## config.mk

```make
export PLATFORM = sky130hd
export DESIGN_NAME = nmea_sentence_checker_decimator
export DESIGN_NICKNAME = d
export VERILOG_FILES = /design/src/design/ncd_pkg.sv /design/src/design/nmea_sentence_checker_decimator.sv /design/src/design/ncd_residue.sv
export SDC_FILE = /design/constraint.sdc
export NUM_CORES = 1
export LEC_CHECK = 0
export ABC_AREA = 0
export BUFFER_PORTS_ARGS = -buffer_cell sky130_fd_sc_hd__buf_4
export CORE_MARGIN = 3
export CORE_UTILIZATION = 55
export DETAILED_ROUTE_END_ITERATION = 8
export PLACE_DENSITY = 0.8
export REMOVE_ABC_BUFFERS = 1
export SYNTH_ARGS = -nofsm -noshare
export SYNTH_HDL_FRONTEND = slang
export SYNTH_SLANG_ARGS = --single-unit
```

## constraint.sdc

```tcl
create_clock -name clk -period 4.1 [get_ports clk]
set_clock_uncertainty 0.1 [all_clocks]
set_input_delay 0.82 -clock clk [delete_from_list [all_inputs] [get_ports clk]]
set_output_delay 0.82 -clock clk [all_outputs]
set_load 0.05 [all_outputs]
```

## src/design/ncd_pkg.sv

```systemverilog
// shared types, constants and helper functions of the nmea sentence checker
package ncd_pkg;

  localparam int unsigned NUM_KINDS = 3;
  localparam int unsigned CNT_W     = 11;
  localparam int unsigned HDR_LEN   = 6;

  localparam logic [7:0] CH_NEWLINE = 8'd10;
  localparam logic [7:0] CH_DOLLAR  = 8'h24;
  localparam logic [7:0] CH_STAR    = 8'h2A;

  localparam logic [1:0] KIND_GGA   = 2'd0;
  localparam logic [1:0] KIND_VTG   = 2'd1;
  localparam logic [1:0] KIND_GSV   = 2'd2;
  localparam logic [1:0] KIND_OTHER = 2'd3;

  // every (DECIM_MULT * fresh_period)-th valid sentence of each known kind is forwarded
  localparam logic [CNT_W-1:0] DECIM_MULT = CNT_W'(5);

  localparam logic [47:0] HDR_GGA = "$GPGGA";
  localparam logic [47:0] HDR_VTG = "$GPVTG";
  localparam logic [47:0] HDR_GSV = "$GPGSV";

  typedef enum logic [2:0] {
    PH_IDLE,
    PH_BODY,
    PH_HEX1,
    PH_HEX2,
    PH_TAIL,
    PH_SKIP
  } phase_t;

  typedef struct packed {
    logic busy;
    logic done;
  } res_status_t;

  typedef struct packed {
    logic [1:0] kind;
    logic       ok;
    logic       fwd;
    logic [7:0] csum;
    logic [7:0] rsum;
  } result_t;

  // header character expected at a position for one known kind
  function automatic logic [7:0] hdr_char(input logic [1:0] kind, input logic [2:0] pos);
    logic [47:0] word;
    logic [7:0]  ch;
    case (kind)
      KIND_GGA: word = HDR_GGA;
      KIND_VTG: word = HDR_VTG;
      KIND_GSV: word = HDR_GSV;
      default:  word = '0;
    endcase
    case (pos)
      3'd0:    ch = word[47:40];
      3'd1:    ch = word[39:32];
      3'd2:    ch = word[31:24];
      3'd3:    ch = word[23:16];
      3'd4:    ch = word[15:8];
      3'd5:    ch = word[7:0];
      default: ch = 8'h00;
    endcase
    return ch;
  endfunction

  // {good, value}; a bad digit gives value zero
  function automatic logic [4:0] hex_digit(input logic [7:0] c);
    logic [4:0] r;
    if (c >= 8'h30 && c <= 8'h39) begin
      r = {1'b1, 4'(c - 8'h30)};
    end else if (c >= 8'h41 && c <= 8'h46) begin
      r = {1'b1, 4'(c - 8'h37)};
    end else if (c >= 8'h61 && c <= 8'h66) begin
      r = {1'b1, 4'(c - 8'h57)};
    end else begin
      r = 5'd0;
    end
    return r;
  endfunction

endpackage

```

## src/design/nmea_sentence_checker_decimator.sv

```systemverilog
// nmea 0183 sentence checker and decimator, top level
//
//  channel  | signals                                   | transfer when
//  ---------+-------------------------------------------+---------------------------
//  input    | in_valid, in_ready, rx_byte               | in_valid && in_ready
//  result   | out_valid, out_ready, sentence_kind, ...  | out_valid && out_ready
//  config   | cfg_we, cfg_wdata (fresh_period)          | cfg_we
//
// one byte per cycle while in_ready is high; a newline that ends a '$' line has its result registered;
// the output register plus a skid entry let bytes keep flowing while a result waits
// a fresh_period write holds in_ready low during the write cycle, then while the bit-serial
// remainder unit takes one counter bit per cycle to rebase the per-kind decimation residues,
// then while they are loaded
// rst is synchronous and clears line state, counters and both result entries
module nmea_sentence_checker_decimator (
  input  logic       clk,
  input  logic       rst,
  input  logic       in_valid,
  output logic       in_ready,
  input  logic [7:0] rx_byte,
  output logic       out_valid,
  input  logic       out_ready,
  output logic [1:0] sentence_kind,
  output logic       checksum_ok,
  output logic       forward,
  output logic [7:0] computed_sum,
  output logic [7:0] received_sum,
  input  logic       cfg_we,
  input  logic [7:0] cfg_wdata
);
  import ncd_pkg::*;

  phase_t           phase, phase_next;
  logic [7:0]       run_xor, run_xor_next;
  logic [7:0]       sum_val, sum_val_next;
  logic             sum_good, sum_good_next;
  logic [2:0]       char_pos, char_pos_next;
  logic [2:0]       hdr_match, hdr_match_next;
  logic [CNT_W-1:0] cnt [NUM_KINDS];
  logic [CNT_W-1:0] cnt_next [NUM_KINDS];
  logic [CNT_W-1:0] resid [NUM_KINDS];
  logic [CNT_W-1:0] resid_next [NUM_KINDS];
  logic [CNT_W-1:0] modulus;
  logic [CNT_W-1:0] cnt_inc;
  logic [CNT_W-1:0] resid_inc;
  logic [CNT_W-1:0] div_rem [NUM_KINDS];
  res_status_t      div_st;
  logic [4:0]       hex;

  logic    accept;
  logic    produce;
  result_t res;
  result_t od;
  result_t sd;
  logic    ov;
  logic    sv;
  logic    pop;

  assign accept   = in_valid && in_ready;
  assign in_ready = !sv && !div_st.busy && !cfg_we;
  assign pop      = ov && out_ready;
  assign hex      = hex_digit(rx_byte);

  always_comb begin
    phase_next     = phase;
    run_xor_next   = run_xor;
    sum_val_next   = sum_val;
    sum_good_next  = sum_good;
    char_pos_next  = char_pos;
    hdr_match_next = hdr_match;
    cnt_next       = cnt;
    resid_next     = resid;
    cnt_inc        = '0;
    resid_inc      = '0;
    produce        = 1'b0;
    res.kind       = KIND_OTHER;
    res.ok         = 1'b0;
    res.fwd        = 1'b0;
    res.csum       = run_xor;
    res.rsum       = sum_val;

    if (accept) begin
      if (rx_byte == CH_NEWLINE) begin
        phase_next = PH_IDLE;
        if (phase == PH_BODY || phase == PH_HEX1 || phase == PH_HEX2 ||
            phase == PH_TAIL) begin
          produce = 1'b1;
          if (char_pos >= 3'(HDR_LEN)) begin
            if (hdr_match[0]) begin
              res.kind = KIND_GGA;
            end else if (hdr_match[1]) begin
              res.kind = KIND_VTG;
            end else if (hdr_match[2]) begin
              res.kind = KIND_GSV;
            end
          end
          res.ok = (phase == PH_TAIL) && sum_good && (sum_val == run_xor);
          if (res.ok && res.kind != KIND_OTHER) begin
            for (int k = 0; k < NUM_KINDS; k++) begin
              if (res.kind == 2'(k)) begin
                cnt_inc   = cnt[k] + 1'b1;
                resid_inc = resid[k] + 1'b1;
                cnt_next[k] = cnt_inc;
                // a wrap to zero is forwarded as well
                if (cnt_inc == '0 || resid_inc == modulus) begin
                  resid_next[k] = '0;
                  res.fwd       = 1'b1;
                end else begin
                  resid_next[k] = resid_inc;
                end
              end
            end
          end
        end
      end else if (phase == PH_IDLE) begin
        if (rx_byte == CH_DOLLAR) begin
          phase_next     = PH_BODY;
          run_xor_next   = '0;
          sum_val_next   = '0;
          sum_good_next  = 1'b0;
          char_pos_next  = 3'd1;
          hdr_match_next = '1;
        end else begin
          phase_next = PH_SKIP;
        end
      end else if (phase != PH_SKIP) begin
        if (char_pos < 3'(HDR_LEN)) begin
          for (int k = 0; k < NUM_KINDS; k++) begin
            if (hdr_char(2'(k), char_pos) != rx_byte) begin
              hdr_match_next[k] = 1'b0;
            end
          end
          char_pos_next = char_pos + 1'b1;
        end
        case (phase)
          PH_BODY: begin
            if (rx_byte == CH_STAR) begin
              sum_good_next = 1'b1;
              phase_next    = PH_HEX1;
            end else begin
              run_xor_next = run_xor ^ rx_byte;
            end
          end
          PH_HEX1: begin
            sum_val_next  = {sum_val[3:0], hex[3:0]};
            sum_good_next = sum_good & hex[4];
            phase_next    = PH_HEX2;
          end
          PH_HEX2: begin
            sum_val_next  = {sum_val[3:0], hex[3:0]};
            sum_good_next = sum_good & hex[4];
            phase_next    = PH_TAIL;
          end
          default: begin
          end
        endcase
      end
    end
  end

  always_ff @(posedge clk) begin
    if (rst) begin
      phase     <= PH_IDLE;
      run_xor   <= '0;
      sum_val   <= '0;
      sum_good  <= 1'b0;
      char_pos  <= '0;
      hdr_match <= '1;
      modulus   <= DECIM_MULT;
      for (int k = 0; k < NUM_KINDS; k++) begin
        cnt[k]   <= '0;
        resid[k] <= '0;
      end
    end else begin
      phase     <= phase_next;
      run_xor   <= run_xor_next;
      sum_val   <= sum_val_next;
      sum_good  <= sum_good_next;
      char_pos  <= char_pos_next;
      hdr_match <= hdr_match_next;
      cnt       <= cnt_next;
      if (cfg_we) begin
        // a period of zero acts as one
        if (cfg_wdata == 8'd0) begin
          modulus <= DECIM_MULT;
        end else begin
          modulus <= CNT_W'({cfg_wdata, 2'b00}) + CNT_W'(cfg_wdata);
        end
      end
      if (div_st.done) begin
        resid <= div_rem;
      end else begin
        resid <= resid_next;
      end
    end
  end

  ncd_residue u_residue (
    .clk     (clk),
    .rst     (rst),
    .start   (cfg_we),
    .cnt     (cnt),
    .modulus (modulus),
    .status  (div_st),
    .rem     (div_rem)
  );

  // output register with one skid entry behind it
  always_ff @(posedge clk) begin
    if (rst) begin
      ov <= 1'b0;
      sv <= 1'b0;
    end else if (pop) begin
      if (sv) begin
        sv <= 1'b0;
      end else if (!produce) begin
        ov <= 1'b0;
      end
    end else if (produce) begin
      if (!ov) begin
        ov <= 1'b1;
      end else begin
        sv <= 1'b1;
      end
    end
  end

  always_ff @(posedge clk) begin
    if (pop) begin
      if (sv) begin
        od <= sd;
      end else if (produce) begin
        od <= res;
      end
    end else if (produce) begin
      if (!ov) begin
        od <= res;
      end else begin
        sd <= res;
      end
    end
  end

  assign out_valid     = ov;
  assign sentence_kind = od.kind;
  assign checksum_ok   = od.ok;
  assign forward       = od.fwd;
  assign computed_sum  = od.csum;
  assign received_sum  = od.rsum;

endmodule

```

## src/design/ncd_residue.sv

```systemverilog
// bit-serial remainder unit: recomputes each kind counter modulo the decimation count
module ncd_residue (
  input  logic                       clk,
  input  logic                       rst,
  input  logic                       start,
  input  logic [ncd_pkg::CNT_W-1:0]  cnt [ncd_pkg::NUM_KINDS],
  input  logic [ncd_pkg::CNT_W-1:0]  modulus,
  output ncd_pkg::res_status_t       status,
  output logic [ncd_pkg::CNT_W-1:0]  rem [ncd_pkg::NUM_KINDS]
);
  import ncd_pkg::*;

  localparam int unsigned IDX_W = $clog2(CNT_W);

  logic             running;
  logic             done;
  logic [IDX_W-1:0] idx;
  logic [CNT_W:0]   trial [NUM_KINDS];
  logic [CNT_W-1:0] rem_next [NUM_KINDS];

  // one restoring step per cycle while running, msb first, all kinds side by side
  always_comb begin
    for (int k = 0; k < NUM_KINDS; k++) begin
      trial[k] = {rem[k], cnt[k][idx]};
      if (trial[k] >= {1'b0, modulus}) begin
        rem_next[k] = CNT_W'(trial[k] - {1'b0, modulus});
      end else begin
        rem_next[k] = trial[k][CNT_W-1:0];
      end
    end
  end

  always_ff @(posedge clk) begin
    if (rst) begin
      running <= 1'b0;
      done    <= 1'b0;
      idx     <= '0;
    end else if (start) begin
      running <= 1'b1;
      done    <= 1'b0;
      idx     <= IDX_W'(CNT_W - 1);
    end else begin
      done <= running && (idx == '0);
      if (running) begin
        if (idx == '0) begin
          running <= 1'b0;
        end else begin
          idx <= idx - 1'b1;
        end
      end
    end
  end

  always_ff @(posedge clk) begin
    for (int k = 0; k < NUM_KINDS; k++) begin
      if (start) begin
        rem[k] <= '0;
      end else if (running) begin
        rem[k] <= rem_next[k];
      end
    end
  end

  // busy covers the cycle in which the caller loads the remainders
  assign status.busy = running | done;
  assign status.done = done;

endmodule

```

==> summary.md <==
| Metric | Value |
|---|---|
| Slew Limit Fails | 0 |
| Setup Fix Bufs, Post-CTS | 0 |
| DP HPWL | 22.1 mm |
| Crit path depth | 14 |
| Register area share after synthesis | 33.6% |
| H-tree depth | 4 |
| Worst hold path type | reg2reg |
| Core footprint | 21400 sq um |
| Fin nets | 1483 |
| Crit path top cell by count | o21ai_0 |
| GRT overflow | 0 |
| Netlist cell types | 97 |
| Power Dens Cells | 439 nW/um^2 |
| Async S/R FF share, synth | 0% |
| Layout area overhead | 8.72% |
| Setup crit start kind | flop |
| Deepest clock path buffer count | 2 |
| Most frequent cells in the layout | 143 x nor2_1, 142 x dfxtp_1, 121 x nand2_1, 71 x xnor2_1, 68 x o21ai_0 |
| RD Place Congestion | 0.915 |
| Final Hold Viols | 0 |
| Ant. Diodes | 0 |
| # IOs | 43 |
| First-pass GRT wire length | 49.3 mm |
| Compound-Gate Fraction of Synth Area | 17.2% |
| Placed Area | 12600 sq um |
| Synth Area in Simple Gates | 22.1% |
| Crit-path cells | mux4_2 -> mux2_2 -> o21ai_0 -> ha_1 -> fa_1 -> nor2b_1 -> o21ai_0 -> a21oi_1 -> a211o_1 -> nor2_1 -> o221ai_1 -> buf_4 -> mux2i_1 -> o21ai_0 |
| Reg-to-Reg End | u_residue.rem[27]$_SDFFE_PP0P_ |
| Largest family of logic cells by synthesized area | simple AND/OR/NAND/NOR gates |
| Slowest-stage cell, CP | mux4_2 |
| Num CTS Buffers | 17 |
| Clk root buf | clkbuf_16 |
| Status | finished, final reports clean |
| CP Launch Point | u_residue.idx[0]$_SDFFE_PP0P_ |
| Die Area | 23900 sq um |
| #FFs+latches synth | 184 |
| CP Capture Type | flop |
| Req. time, crit path | 4.33 ns |
| Synth Area in Adders | 6.74% |
| Mapped Area | 12100 sq um |
| DRT Pass-1 Iters | 5 |
| CTS tree | built |
| DP Worst Slack | 0.0485 ns |
| Vias in the first global route | 9743 |
| DRT antenna net count | 0 |
| Hold Path Cell Cnt | 2 |
| Slowest stage delay, CP | 0.51 ns |
| Largest delay share family, worst path | compound AO/OA/AOI/OAI gates |
| Filler cell count | 1806 |
| Clk sinks | 184 |
| # hold bufs at CTS | 0 |
| Final Non-Filler Cells | 1687 |
| Crit path capture | u_residue.rem[27]$_SDFFE_PP0P_ |
| Storage cell area | 4090 sq um |
| Die width | 155 um |
| Crit Path Class | reg2reg |
| Per-cell routed wire length | 17.8 um |
| Die Y | 155 um |
| Final Cell Area | 13200 sq um |
| CP Max Fanout | 11 |
| Max-cap violation count | 0 |
| Multi-input logic area | 7490 sq um |
| Synthesized instance count | 1397 |
| Vias per cell | 6.20 |
| Period minus WS final | 3.78 ns |
| Effective utilization at floorplan | 56.9% |
| DR vias | 10500 |
| Largest net degree at the start of global routing | 62 |
| Share of cells above drive strength 1 | 11.5% |
| Post-synthesis mux area share | 5.46% |
| Inst Count DP | 1655 |
| Max VDD drop | 0.308 mV |
| Reg2reg start | u_residue.idx[0]$_SDFFE_PP0P_ |
| Avg Cell Area, Syn | 8.69 sq um |
| Tcrit/Tclk final | 92.1% |
| Post-Route Utilization | 61.8% |
| Static leakage | 5.08 nW |
| Clk Latency, worst-skew pair | 0.44 ns |
| Ys flop type | dfxtp_1 |
| Synth Warn # | 0 |
| Drt first-iter violations | 796 |
| Synth Area in XOR/XNOR | 10.2% |
| Initial antenna violation count | 0 |
| Routed WL | 30.0 mm |
| Reg-to-reg slack, setup | 0.32 ns |
| Critical path arrival | 4.01 ns |
| Commonest non-fill, non-tap cell in the layout | nor2_1 |
| Final WS setup | 0.324 ns |
| # port buffers | 42 |
| Slew headroom | 33.4% |
| Gr usage total | 25.0% |
| Worst Tran Pin Value | 0.998 ns |
| Row cnt | 53 |
| Final setup TNS | 0 ns |
| Buffers plus inverters on the worst setup path | 1 |
| Post-synth EDFFs | 40 |
| Post-CTS Resized | 0 |
| Fmax | 265 MHz |
| RSZ-0062 raised after global routing | false |
| DRC viols | 0 |
| FF-to-FF path depth | 14 |
| Endpoints failing setup | 0 |
| Reg clk slew, reported paths | 0.08 ns |
sequential cells by signal (all words and copies together), names as in the netlist, 2 cells and up:
name / flops
resid: 33
sentence_kind: 2
u_residue.rem: 33
sd: 20
sum_val: 8
char_pos: 3
cnt: 33
computed_sum: 8
received_sum: 8
modulus: 11
run_xor: 8
u_residue.idx: 4
hdr_match: 3
phase: 3
worst min path at each step:
stage,start,end,slack (ns)
floorplan,cnt[1]$_SDFFE_PP0P_,cnt[1]$_SDFFE_PP0P_,0.35
global placement,cnt[1]$_SDFFE_PP0P_,cnt[1]$_SDFFE_PP0P_,0.38
detailed placement,sum_good$_SDFFE_PP0P_,sum_good$_SDFFE_PP0P_,0.38
CTS,cnt[1]$_SDFFE_PP0P_,cnt[1]$_SDFFE_PP0P_,0.40
global route,sum_val[7]$_SDFFE_PP0P_,sd[7]$_DFFE_PP_,0.43
finish,cnt[1]$_SDFFE_PP0P_,cnt[1]$_SDFFE_PP0P_,0.41
final cells by class:
cell class	count	area share (%)
Inverter	56	1.63
Tap cell	275	2.61
Multi-Input combinational cell	1079	56.8
Clock buffer	17	3.22
Clock inverter	15	1.21
Timing Repair Buffer	61	3.56
Sequential cell	184	31.0
cell families after synthesis:
group / Yosys count
simple gates: 522
compound gates: 301
flops: 184
xor+xnor: 137
buf+inv: 134
fa+ha+maj: 63
mux: 56
power by group:
part | total (W) | internal [W] | leakage (nW) | switching [W]
registers | 0.00216 | 0.00196 | 1.56 | 0.000191
logic | 0.00199 | 0.000918 | 3.24 | 0.00107
clock network | 0.00165 | 0.000862 | 0.274 | 0.000786
total | 0.00579 | 0.00374 | 5.08 | 0.00205
cells in the mapped netlist, types with 28 or more instances:
| cell | number | area share, % |
|---|---|---|
| edfxtp_1 | 40 | 9.9 |
| nor2_1 | 143 | 4.4 |
| clkbuf_1 | 51 | 1.6 |
| nand2_1 | 121 | 3.7 |
| o21ai_0 | 69 | 2.8 |
| xnor2_1 | 71 | 5.1 |
| ha_1 | 59 | 6.1 |
| nand3_1 | 44 | 1.8 |
| inv_1 | 54 | 1.7 |
| nor3_1 | 52 | 2.1 |
| xor2_1 | 63 | 4.5 |
| mux2i_1 | 28 | 2.3 |
| dfxtp_1 | 144 | 24 |
| a21oi_1 | 62 | 2.6 |
through the flow:
stage | hold WS (ns) | power (W)
final | 0.409 | 0.00579
after global routing | 0.430 | 0.00611
after CTS | 0.402 | 0.00578
after detailed placement | 0.384 | 0.00414
after global placement | 0.384 | 0.00407
after floorplan | 0.353 | 0.00367
per-layer routing:
metal / GRT usage (%) / share of wire [%]
met5: 0 / 0
met4: 6.64 / 1.8
met3: 4.34 / 6.7
met2: 41.2 / 47
met1: 34.0 / 44
tightest hold or removal path, cell delays in order, from the launching register on:
cell and delay (ns):
dfxtp_1 0.34, nand2_1 0.07, a21oi_1 0.05
(Power assumes the default switching activity.)
